===== config.mk =====
export PLATFORM = sky130hd
export DESIGN_NAME = integer_to_radix_digits
export DESIGN_NICKNAME = d
export VERILOG_FILES = /design/src/hdl/ird_pkg.sv /design/src/hdl/ird_digit_cell.sv /design/src/hdl/ird_sequencer.sv /design/src/hdl/integer_to_radix_digits.sv
export SDC_FILE = /design/constraint.sdc
export NUM_CORES = 2
export LEC_CHECK = 0
export BUFFER_PORTS_ARGS = -buffer_cell sky130_fd_sc_hd__buf_2
export CAP_MARGIN = 25
export CORE_ASPECT_RATIO = 0.6
export CORE_UTILIZATION = 50
export DETAILED_ROUTE_END_ITERATION = 12
export PLACE_DENSITY = 0.69
export SYNTH_ARGS = -nofsm -noshare
export SYNTH_HDL_FRONTEND = slang
export SYNTH_HIERARCHICAL = 1
export SYNTH_SLANG_ARGS = --single-unit

===== constraint.sdc =====
create_clock -name clk -period 4.9 [get_ports clk]
set_clock_uncertainty 0.05 [all_clocks]
set_input_delay 0.49 -clock clk [delete_from_list [all_inputs] [get_ports clk]]
set_output_delay 0.49 -clock clk [all_outputs]
set_load 0.05 [all_outputs]

===== src/hdl/ird_pkg.sv =====
// ----------------------------------------------------------------------------
// ird_pkg: shared definitions for the radix digit converter
// Widths, character codes, the cell control bundle and the digit-to-ASCII
// mapping used by the sequencer and the digit cells.
// ----------------------------------------------------------------------------
`timescale 1ns / 1ps
`default_nettype none

package ird_pkg;

  // Default width of the converted number.
  localparam int VALUE_BITS_DEF = 64;

  // Fixed field widths.
  localparam int INPUT_W = 64;
  localparam int RADIX_W = 6;
  localparam int CHAR_W  = 7;

  // Base limits and the only base that takes a sign.
  localparam logic [RADIX_W-1:0] MIN_RADIX = RADIX_W'(2);
  localparam logic [RADIX_W-1:0] MAX_RADIX = RADIX_W'(36);
  localparam logic [RADIX_W-1:0] DEC_RADIX = RADIX_W'(10);

  // Character codes.
  localparam logic [CHAR_W-1:0] CHAR_ZERO  = CHAR_W'(8'h30);
  localparam logic [CHAR_W-1:0] CHAR_UPPER = CHAR_W'(8'h41);
  localparam logic [CHAR_W-1:0] CHAR_MINUS = CHAR_W'(8'h2D);
  localparam logic [CHAR_W-1:0] CHAR_NONE  = CHAR_W'(0);

  // Control bundle from the sequencer to every digit cell.
  typedef struct packed {
    logic clear;  // zero the digit before a conversion
    logic shift;  // move each digit one cell toward the top
  } cell_ctl_t;

  // Map a digit value to its ASCII character.
  function automatic logic [CHAR_W-1:0] digit_char(input logic [RADIX_W-1:0] d);
    logic [CHAR_W-1:0] dx;
    dx = CHAR_W'(d);
    if (d < DEC_RADIX) begin
      digit_char = CHAR_ZERO + dx;
    end else begin
      digit_char = CHAR_UPPER + dx - CHAR_W'(DEC_RADIX);
    end
  endfunction

endpackage

`default_nettype wire


===== src/hdl/ird_digit_cell.sv =====
// ----------------------------------------------------------------------------
// ird_digit_cell: one digit position of the conversion row
// Doubles its digit and adds the incoming carry each time the conversion
// token passes, reducing modulo the base and passing the carry upward in a
// register. During output it acts as one stage of a shift register.
// ----------------------------------------------------------------------------
`timescale 1ns / 1ps
`default_nettype none

module ird_digit_cell (
  input  wire logic                        clk,
  input  wire logic                        rst_n,
  input  wire ird_pkg::cell_ctl_t          ctl,
  input  wire logic [ird_pkg::RADIX_W-1:0] radix,
  input  wire logic                        act_in,
  input  wire logic                        carry_in,
  input  wire logic [ird_pkg::RADIX_W-1:0] shift_in,
  output logic      [ird_pkg::RADIX_W-1:0] digit,
  output logic                             carry_out,
  output logic                             act_out
);

  logic [ird_pkg::RADIX_W-1:0] digit_r;
  logic [ird_pkg::RADIX_W-1:0] digit_nxt;
  logic                        carry_r;
  logic                        act_r;
  logic [ird_pkg::RADIX_W:0]   dbl;
  logic [ird_pkg::RADIX_W:0]   diff;
  logic                        ge;

  // Twice the digit plus the carry, then a single conditional subtract.
  assign dbl       = {digit_r, carry_in};
  assign diff      = dbl - {1'b0, radix};
  assign ge        = (dbl >= {1'b0, radix});
  assign digit_nxt = ge ? diff[ird_pkg::RADIX_W-1:0] : dbl[ird_pkg::RADIX_W-1:0];

  // Digit register: clear, convert step or output shift.
  always_ff @(posedge clk) begin
    if (ctl.clear) begin
      digit_r <= '0;
    end else if (act_in) begin
      digit_r <= digit_nxt;
    end else if (ctl.shift) begin
      digit_r <= shift_in;
    end
  end

  // The carry travels with the token to the next cell.
  always_ff @(posedge clk) begin
    carry_r <= ge;
  end

  always_ff @(posedge clk) begin
    if (!rst_n) begin
      act_r <= 1'b0;
    end else begin
      act_r <= act_in;
    end
  end

  assign digit     = digit_r;
  assign carry_out = carry_r;
  assign act_out   = act_r;

endmodule

`default_nettype wire


===== src/hdl/ird_sequencer.sv =====
// ----------------------------------------------------------------------------
// ird_sequencer: input checks, bit feed and character output control
// Validates the request, forms the magnitude, feeds it most significant bit
// first into the digit row, then drops leading zeros and hands out the
// characters one transaction at a time.
// ----------------------------------------------------------------------------
`timescale 1ns / 1ps
`default_nettype none

module ird_sequencer #(
  parameter int VALUE_BITS = ird_pkg::VALUE_BITS_DEF
) (
  input  wire logic                        clk,
  input  wire logic                        rst_n,
  input  wire logic                        in_valid,
  output logic                             in_ready,
  input  wire logic [ird_pkg::INPUT_W-1:0] in_value,
  input  wire logic [ird_pkg::RADIX_W-1:0] in_radix,
  input  wire logic                        in_req_type,
  output logic                             out_valid,
  input  wire logic                        out_ready,
  output logic      [ird_pkg::CHAR_W-1:0]  out_char_code,
  output logic                             out_is_last,
  output logic                             out_is_empty,
  input  wire logic [ird_pkg::RADIX_W-1:0] top_digit,
  output ird_pkg::cell_ctl_t               ctl,
  output logic      [ird_pkg::RADIX_W-1:0] radix,
  output logic                             feed_act,
  output logic                             feed_bit
);

  localparam int CNT_W = $clog2(2 * VALUE_BITS);
  localparam int REM_W = $clog2(VALUE_BITS + 1);

  typedef enum logic [5:0] {
    ST_IDLE  = 6'b000001,
    ST_CONV  = 6'b000010,
    ST_SIGN  = 6'b000100,
    ST_SKIP  = 6'b001000,
    ST_EMIT  = 6'b010000,
    ST_EMPTY = 6'b100000
  } state_t;

  state_t                      state_r;
  state_t                      state_nxt;
  logic [VALUE_BITS-1:0]       mag_r;
  logic [VALUE_BITS-1:0]       mag_nxt;
  logic [ird_pkg::RADIX_W-1:0] radix_r;
  logic                        neg_r;
  logic [CNT_W-1:0]            cnt_r;
  logic [CNT_W-1:0]            cnt_nxt;
  logic [REM_W-1:0]            rem_r;
  logic [REM_W-1:0]            rem_nxt;
  logic [VALUE_BITS-1:0]       val;
  logic                        neg;
  logic                        bad;
  logic                        accept;
  logic                        out_hs;
  logic                        rem_one;
  logic                        skip_zero;

  // Request decode on the input side.
  assign val    = in_value[VALUE_BITS-1:0];
  assign neg    = in_req_type & val[VALUE_BITS-1];
  assign bad    = !(in_radix inside {[ird_pkg::MIN_RADIX:ird_pkg::MAX_RADIX]}) ||
                  (neg && (in_radix != ird_pkg::DEC_RADIX));
  assign accept = in_valid && in_ready;
  assign out_hs = out_valid && out_ready;

  assign rem_one   = (rem_r == REM_W'(1));
  assign skip_zero = (top_digit == '0) && !rem_one;

  // Next state and counters.
  always_comb begin
    state_nxt = state_r;
    cnt_nxt   = cnt_r;
    rem_nxt   = rem_r;
    mag_nxt   = mag_r;
    ctl.clear = 1'b0;
    ctl.shift = 1'b0;
    case (state_r)
      ST_IDLE: begin
        if (accept) begin
          ctl.clear = 1'b1;
          cnt_nxt   = '0;
          mag_nxt   = neg ? (~val + VALUE_BITS'(1)) : val;
          state_nxt = bad ? ST_EMPTY : ST_CONV;
        end
      end
      ST_CONV: begin
        mag_nxt = {mag_r[VALUE_BITS-2:0], 1'b0};
        cnt_nxt = cnt_r + CNT_W'(1);
        if (cnt_r == CNT_W'(2 * VALUE_BITS - 2)) begin
          rem_nxt   = REM_W'(VALUE_BITS);
          state_nxt = neg_r ? ST_SIGN : ST_SKIP;
        end
      end
      ST_SIGN: begin
        if (out_hs) begin
          state_nxt = ST_SKIP;
        end
      end
      ST_SKIP: begin
        if (skip_zero) begin
          ctl.shift = 1'b1;
          rem_nxt   = rem_r - REM_W'(1);
        end else begin
          state_nxt = ST_EMIT;
        end
      end
      ST_EMIT: begin
        if (out_hs) begin
          if (rem_one) begin
            state_nxt = ST_IDLE;
          end else begin
            ctl.shift = 1'b1;
            rem_nxt   = rem_r - REM_W'(1);
          end
        end
      end
      ST_EMPTY: begin
        if (out_hs) begin
          state_nxt = ST_IDLE;
        end
      end
      default: begin
        state_nxt = ST_IDLE;
      end
    endcase
  end

  // Control registers.
  always_ff @(posedge clk) begin
    if (!rst_n) begin
      state_r <= ST_IDLE;
      cnt_r   <= '0;
      rem_r   <= '0;
    end else begin
      state_r <= state_nxt;
      cnt_r   <= cnt_nxt;
      rem_r   <= rem_nxt;
    end
  end

  // Request payload registers.
  always_ff @(posedge clk) begin
    mag_r <= mag_nxt;
    if (accept) begin
      radix_r <= in_radix;
      neg_r   <= neg;
    end
  end

  // Bit feed into the lowest digit cell.
  assign feed_act = (state_r == ST_CONV) && (cnt_r < CNT_W'(VALUE_BITS));
  assign feed_bit = mag_r[VALUE_BITS-1];
  assign radix    = radix_r;

  // Output channel, driven from registered state and the top digit.
  assign in_ready  = (state_r == ST_IDLE);
  assign out_valid = (state_r == ST_SIGN) || (state_r == ST_EMIT) ||
                     (state_r == ST_EMPTY);

  always_comb begin
    case (state_r)
      ST_SIGN: begin
        out_char_code = ird_pkg::CHAR_MINUS;
        out_is_last   = 1'b0;
        out_is_empty  = 1'b0;
      end
      ST_EMIT: begin
        out_char_code = ird_pkg::digit_char(top_digit);
        out_is_last   = rem_one;
        out_is_empty  = 1'b0;
      end
      ST_EMPTY: begin
        out_char_code = ird_pkg::CHAR_NONE;
        out_is_last   = 1'b1;
        out_is_empty  = 1'b1;
      end
      default: begin
        out_char_code = ird_pkg::CHAR_NONE;
        out_is_last   = 1'b0;
        out_is_empty  = 1'b0;
      end
    endcase
  end

endmodule

`default_nettype wire


===== src/hdl/integer_to_radix_digits.sv =====
// ----------------------------------------------------------------------------
// integer_to_radix_digits: number to ASCII digit string in bases 2 to 36
// Top level: the request sequencer and a row of digit cells.
// ----------------------------------------------------------------------------
// One request is converted at a time. A valid request is first loaded,
// then its bits are fed in and their carries ripple through the row of
// VALUE_BITS digit cells, each cell passing its carry to the next through a
// register. A leading minus sign is handed out next, then each leading zero
// digit is dropped, the skip phase is left, and the remaining digits are
// handed out one per character transaction, most significant first.
// Dropped zeros and handed-out digits always add up to VALUE_BITS. An
// invalid base, or a negative signed value outside base 10, gives one
// empty result on the cycle after the request is taken. A new request is
// taken once the last character has been taken.
// ----------------------------------------------------------------------------
`timescale 1ns / 1ps
`default_nettype none

module integer_to_radix_digits #(
  parameter int VALUE_BITS = ird_pkg::VALUE_BITS_DEF
) (
  input  wire logic                        clk,
  input  wire logic                        rst_n,
  input  wire logic                        in_valid,
  output logic                             in_ready,
  input  wire logic [ird_pkg::INPUT_W-1:0] in_value,
  input  wire logic [ird_pkg::RADIX_W-1:0] in_radix,
  input  wire logic                        in_req_type,
  output logic                             out_valid,
  input  wire logic                        out_ready,
  output logic      [ird_pkg::CHAR_W-1:0]  out_char_code,
  output logic                             out_is_last,
  output logic                             out_is_empty
);

  ird_pkg::cell_ctl_t          ctl;
  logic [ird_pkg::RADIX_W-1:0] radix;
  logic                        feed_act;
  logic                        feed_bit;
  logic [ird_pkg::RADIX_W-1:0] digit [VALUE_BITS];
  logic                        carry [VALUE_BITS];
  logic                        act   [VALUE_BITS];

  // Request control and character output.
  ird_sequencer #(
    .VALUE_BITS (VALUE_BITS)
  ) u_seq (
    .clk           (clk),
    .rst_n         (rst_n),
    .in_valid      (in_valid),
    .in_ready      (in_ready),
    .in_value      (in_value),
    .in_radix      (in_radix),
    .in_req_type   (in_req_type),
    .out_valid     (out_valid),
    .out_ready     (out_ready),
    .out_char_code (out_char_code),
    .out_is_last   (out_is_last),
    .out_is_empty  (out_is_empty),
    .top_digit     (digit[VALUE_BITS-1]),
    .ctl           (ctl),
    .radix         (radix),
    .feed_act      (feed_act),
    .feed_bit      (feed_bit)
  );

  // Digit row: cell 0 holds the least significant digit.
  for (genvar i = 0; i < VALUE_BITS; i++) begin : g_cell
    if (i == 0) begin : g_first
      ird_digit_cell u_cell (
        .clk       (clk),
        .rst_n     (rst_n),
        .ctl       (ctl),
        .radix     (radix),
        .act_in    (feed_act),
        .carry_in  (feed_bit),
        .shift_in  ('0),
        .digit     (digit[i]),
        .carry_out (carry[i]),
        .act_out   (act[i])
      );
    end else begin : g_rest
      ird_digit_cell u_cell (
        .clk       (clk),
        .rst_n     (rst_n),
        .ctl       (ctl),
        .radix     (radix),
        .act_in    (act[i-1]),
        .carry_in  (carry[i-1]),
        .shift_in  (digit[i-1]),
        .digit     (digit[i]),
        .carry_out (carry[i]),
        .act_out   (act[i])
      );
    end
  end

endmodule

`default_nettype wire


**Yosys cells after proc, flatten, opt, wreduce, memory -nomap -nowiden**

Index checks and enable logic that the tools add are counted.

- Word-level logic and storage cells: 657
- Output and inout bits: 11
- Register bits: 601

- Muxes and demuxes: 222
- Reduce and logical (&&, ||, !) cells: 81
- Bitwise operators: 2
- $lt $le $gt $ge: 68
- Add/subtract/negate cells: 70
- Equal/unequal tests: 18

Operator list:

| kind | count |
|---|---|
| 2-to-1 mux 6 bit | 200 |
| >= comparator 7 x 6 -> 1 bit | 64 |
| subtractor 6 bit | 64 |
| nonzero test 2 bit | 65 |
| 2-to-1 mux 64 bit | 2 |
| one-hot mux 64 bit (2 select lines) | 1 |
| adder 64 x 1 -> 64 bit, second input constant | 1 |
| inverter 64 bit | 1 |
| 2-to-1 mux 7 bit | 6 |
| one-hot mux 6 bit (6 select lines) | 1 |
| one-hot mux 7 bit (2 select lines) | 2 |
| one-hot mux 7 bit (3 select lines) | 1 |
| != test 2 x 1 -> 1 bit, second input constant | 6 |
| adder 6 x 6 -> 7 bit, first input constant | 1 |
| adder 7 x 1 -> 7 bit, second input constant | 1 |
| adder 7 x 6 -> 7 bit, first input constant | 1 |
| equality test 7 x 1 -> 1 bit, second input constant | 1 |
| equality test 7 bit, second input constant | 1 |
| less-than comparator 7 bit, second input constant | 1 |
| AND reduction 7 bit | 1 |
| subtractor 7 x 1 -> 7 bit, second input constant | 1 |
| subtractor 7 x 4 -> 7 bit, second input constant | 1 |
| equality test 6 x 1 -> 1 bit, second input constant | 1 |
| equality test 6 x 2 -> 1 bit, second input constant | 1 |
| 20 further kinds | 36 |

**Logic depth before layout (Yosys ltp)**

- Word-level depth: 8
- Depth in mapped cells: 12

**Cells and area by module**

Netlist, hierarchy kept.

By module, submodules not included:

| module | area an instance (sq um) | cells an instance | seq. area each (sq um) | times used |
|---|---|---|---|---|
| ird_digit_cell at g_cell[27].g_rest.u_cell ... | 641.9 | 70 | 160.2 | 38 |
| ird_digit_cell at g_cell[0].g_first.u_cell ... | 762.0 | 87 | 160.2 | 25 |
| ird_sequencer | 5700.5 | 646 | 2532.4 | 1 |
| ird_digit_cell at g_cell[56].g_rest.u_cell | 696.9 | 80 | 160.2 | 1 |
| integer_to_radix_digits | 3.8 | 1 | 0.0 | 1 |

**Worst setup path after synthesis**

No wires, ideal clock.

- Kind: flip-flop to flip-flop
- Start point: reg u_seq.state_r[4]
- End point: reg g_cell[0].g_first.u_cell.digit_r, in the netlist g_cell[0].g_first.u_cell/digit[2]
- Library setup time: 0.122 ns
- Path slack: 0.534 ns
- Data required time: 4.728 ns
- Clock period less this slack: 4.366 ns
- Data arrival time: 4.194 ns
- Cell stages (with the launch flop): 11
- Path buffers: 3
- Cell sequence: dfxtp_1 clkbuf_1 nor4_1 nand3b_1 inv_1 nand2_1 inv_1 buf_4 clkbuf_1 nor2_1 a311o_1

RTL lines:

| item | RTL line | RTL |
|---|---|---|
| start, declared | ird_sequencer.sv:44 | `state_t state_r;` |
| start signal, assigned | ird_sequencer.sv:139 | `state_r <= state_nxt;` |
| end signal, assigned | ird_digit_cell.sv:42 | `digit_r <= digit_nxt;` |
| end signal, assigned | ird_digit_cell.sv:44 | `digit_r <= shift_in;` |
| end, declared | ird_digit_cell.sv:23 | `logic [ird_pkg::RADIX_W-1:0] digit_r;` |

==> qor.yml <==
first_pass_iters: 5
ys_warn_count: 6
layout-drive-gt1-share_pct: 12.3
overflow: 0
h-tree-depth: 3
grt_max_degree: 106
critPathMaxStageDelay_ps: 590
fill_cells: 8786
drt_iter0_markers: 3802
p_leak_nw: 21.9
end_kind: "register"
cts.sinks: 601
finalSetupTns_ps: 0
numCtsBuffers: 66
post_drt_wl_per_cell_um: 18.7
place_area_um2: 51800
slew_violations: 0
worstMarginPinSlew_ps: 889
worst_slack_ps: 1160
period_needed_ps: 3740
start_kind: "register"
clk_pin_slew_worst_paths_ps: 60
cts.repair.resized: 0
gp_congestion: 0.868
synthCells: 5559
drt_wl_total_um: 130000
cap_violations: 0
fin_crit_sh_pct: 76.4
dieArea_um2: 101000
use_met3_pct: 3.62
dp_hpwl_um: 89800
post_cts_buffers: 0
cp.required_ps: 5410
die_y_um: 246
hold_viol: 0
ant_nets: 0
vias_per_cell: 6.12
crit_path_max_fanout: 88
crit_slowest_cell: "inv_8"
grt_pass1_vias: 39110
use_met1_pct: 39.9
vias: 42608
grt_use_total_pct: 25.1
fin_nets: 6121
rows: 89
setup_violations: 0
dp_worst_setup_slack_ps: 1230
crit_type: "reg2reg"
p_per_area_nw_per_um2: 330
final_area_um2: 54200
cp.arrival_ps: 4260
portBuffers: 85
rsz0062_at_grt: "false"
coreArea_um2: 98400
start_util_pct: 50.6
clock.fmax_mhz: 267
critical_path.top_delay_family: "simple AND/OR/NAND/NOR gates"
ios: 86
cts_tree: "built"
gr-usage-met2_pct: 34.9
synth_area_um2: 49800
vdd_drop_max_uv: 409
cts_root_buf: "clkbuf_16"
syn_avg_cell_area_um2: 8.96
insertion_delay_ps: 640
crit_buf_inv: 3
top_usage_layer: "met1"
outcome: "finished clean"
grt_pass1_wl_um: 212000
synthToLayoutAreaGrowth_pct: 8.83
maxSlewHeadroom_pct: 40.7
antenna_found_initial: 1
crit_chain: "inv_1, ha_1, nor4bb_1, and4_1, o21ai_1, inv_8, buf_4, mux2i_1, or3_1, o41ai_2, o21bai_1"
clk_path_buf_depth: 3
die_w_um: 409
min_path_type: "in2reg"
drc: 0
-- metrics by stage --
stage | power [mW] | util (%) | hold slack (ps) | cells
2_1_floorplan | 10.6 | - | 400 | 5564
3_3_place_gp | 12.2 | 52.6 | 425 | 6834
3_5_place_dp | 12.4 | 52.7 | 420 | 6835
4_1_cts | 17.9 | 55.1 | 87.5 | 6961
5_1_grt | 18.9 | 55.1 | 112 | 6961
6_report | 17.9 | 55.1 | 120 | 6962
-- metal layers --
layer  up-vias  share of wire (%)
li1      20898                  -
met1     20283                 52
met2      1286                 40
met3       139                6.5
met4         2                1.6
met5         -              0.010
-- registers in the layout (all words and copies together), names as in the netlist --
name	flops
g_cell.g_rest.u_cell/digit	378
u_seq/mag_r	64
g_cell.g_rest.u_cell/act_out	62
g_cell.g_rest.u_cell/carry_out	62
u_seq/cnt_r	7
u_seq/rem_r	7
g_cell.g_first.u_cell/digit	6
u_seq/radix	6
u_seq/state_r	6
g_cell.g_first.u_cell/act_out	1
g_cell.g_first.u_cell/carry_out	1
u_seq/neg_r	1
-- layout by cell type (no fill, tap or decap), drive strengths merged, types with 26 or more instances in the layout --
master / n
dfxtp: 530
inv: 653
a311oi: 55
buf: 138
nor4: 90
and3: 28
nor4b: 26
o2111ai: 76
o21bai: 51
nand3: 129
clkbuf: 90
nand4b: 108
edfxtp: 71
and2: 69
nor2b: 199
o221a: 39
o21ai: 116
o41ai: 79
nand4: 41
ha: 392
o311ai: 38
nand2: 171
a21oi: 437
nor2: 194
nand2b: 66
nand3b: 53
fa: 64
a21o: 179
or3: 55
nor3: 53
or2: 39
mux2i: 342
nor3b: 53
a211oi: 335
mux2: 40
a31o: 27
a31oi: 107
xor2: 118
xnor2: 120
-- worst paths after layout --
path              cells past startpoint                                             end                                            from  slack (ps)
setup / recovery                     11  g_cell[24].g_rest.u_cell/digit[5]$_SDFFE_PP0P_  g_cell[63].g_rest.u_cell/digit[4]$_SDFFE_PP0P_        1160
hold / removal                        2                   u_seq/state_r[0]$_SDFFE_PN1P_                                        in_valid         120
setup reg to reg                     11  g_cell[24].g_rest.u_cell/digit[5]$_SDFFE_PP0P_  g_cell[63].g_rest.u_cell/digit[4]$_SDFFE_PP0P_        1160
hold reg to reg                       1                     u_seq/cnt_r[4]$_SDFFE_PN0P_                     u_seq/cnt_r[4]$_SDFFE_PN0P_         430
-- what timing repair did --
action / CTS / global route
hold endpoints to repair: 6 / 0
endpoints found under the setup margin: 0 / 0
hold buffers: 6 / 0
-- area by class of cell --
cell class,instances,area [um2],area share [%]
multi-input combinational,4126,33900,62.5
sequential,601,12700,23.5
inverter,651,2460,4.54
clock buffer,90,1910,3.52
tap,1319,1650,3.05
timing repair buffer,144,1140,2.11
clock inverter,30,394,0.727
antenna,1,2.50,0.00462
-- where the power goes --
| group | internal, mW | leakage [nW] | total, mW | switching (mW) |
|---|---|---|---|---|
| registers | 5.35 | 4.94 | 5.50 | 0.156 |
| clock network | 3.22 | 1.12 | 5.45 | 2.24 |
| logic | 2.49 | 15.8 | 6.93 | 4.44 |
| total | 11.1 | 21.9 | 17.9 | 6.84 |
-- worst reg2reg max path, delay by kind of cell (launching register included) --
kind	cells	cell delay [ps]
AND/OR/NAND/NOR	3	1210
AO/OA/AOI/OAI	3	470
flip-flops	1	360
multiplexers	1	120
buffers and inverters	3	1190
adder cells (fa/ha/maj)	1	290
No activity file was read; power rests on OpenSTA's default activity.
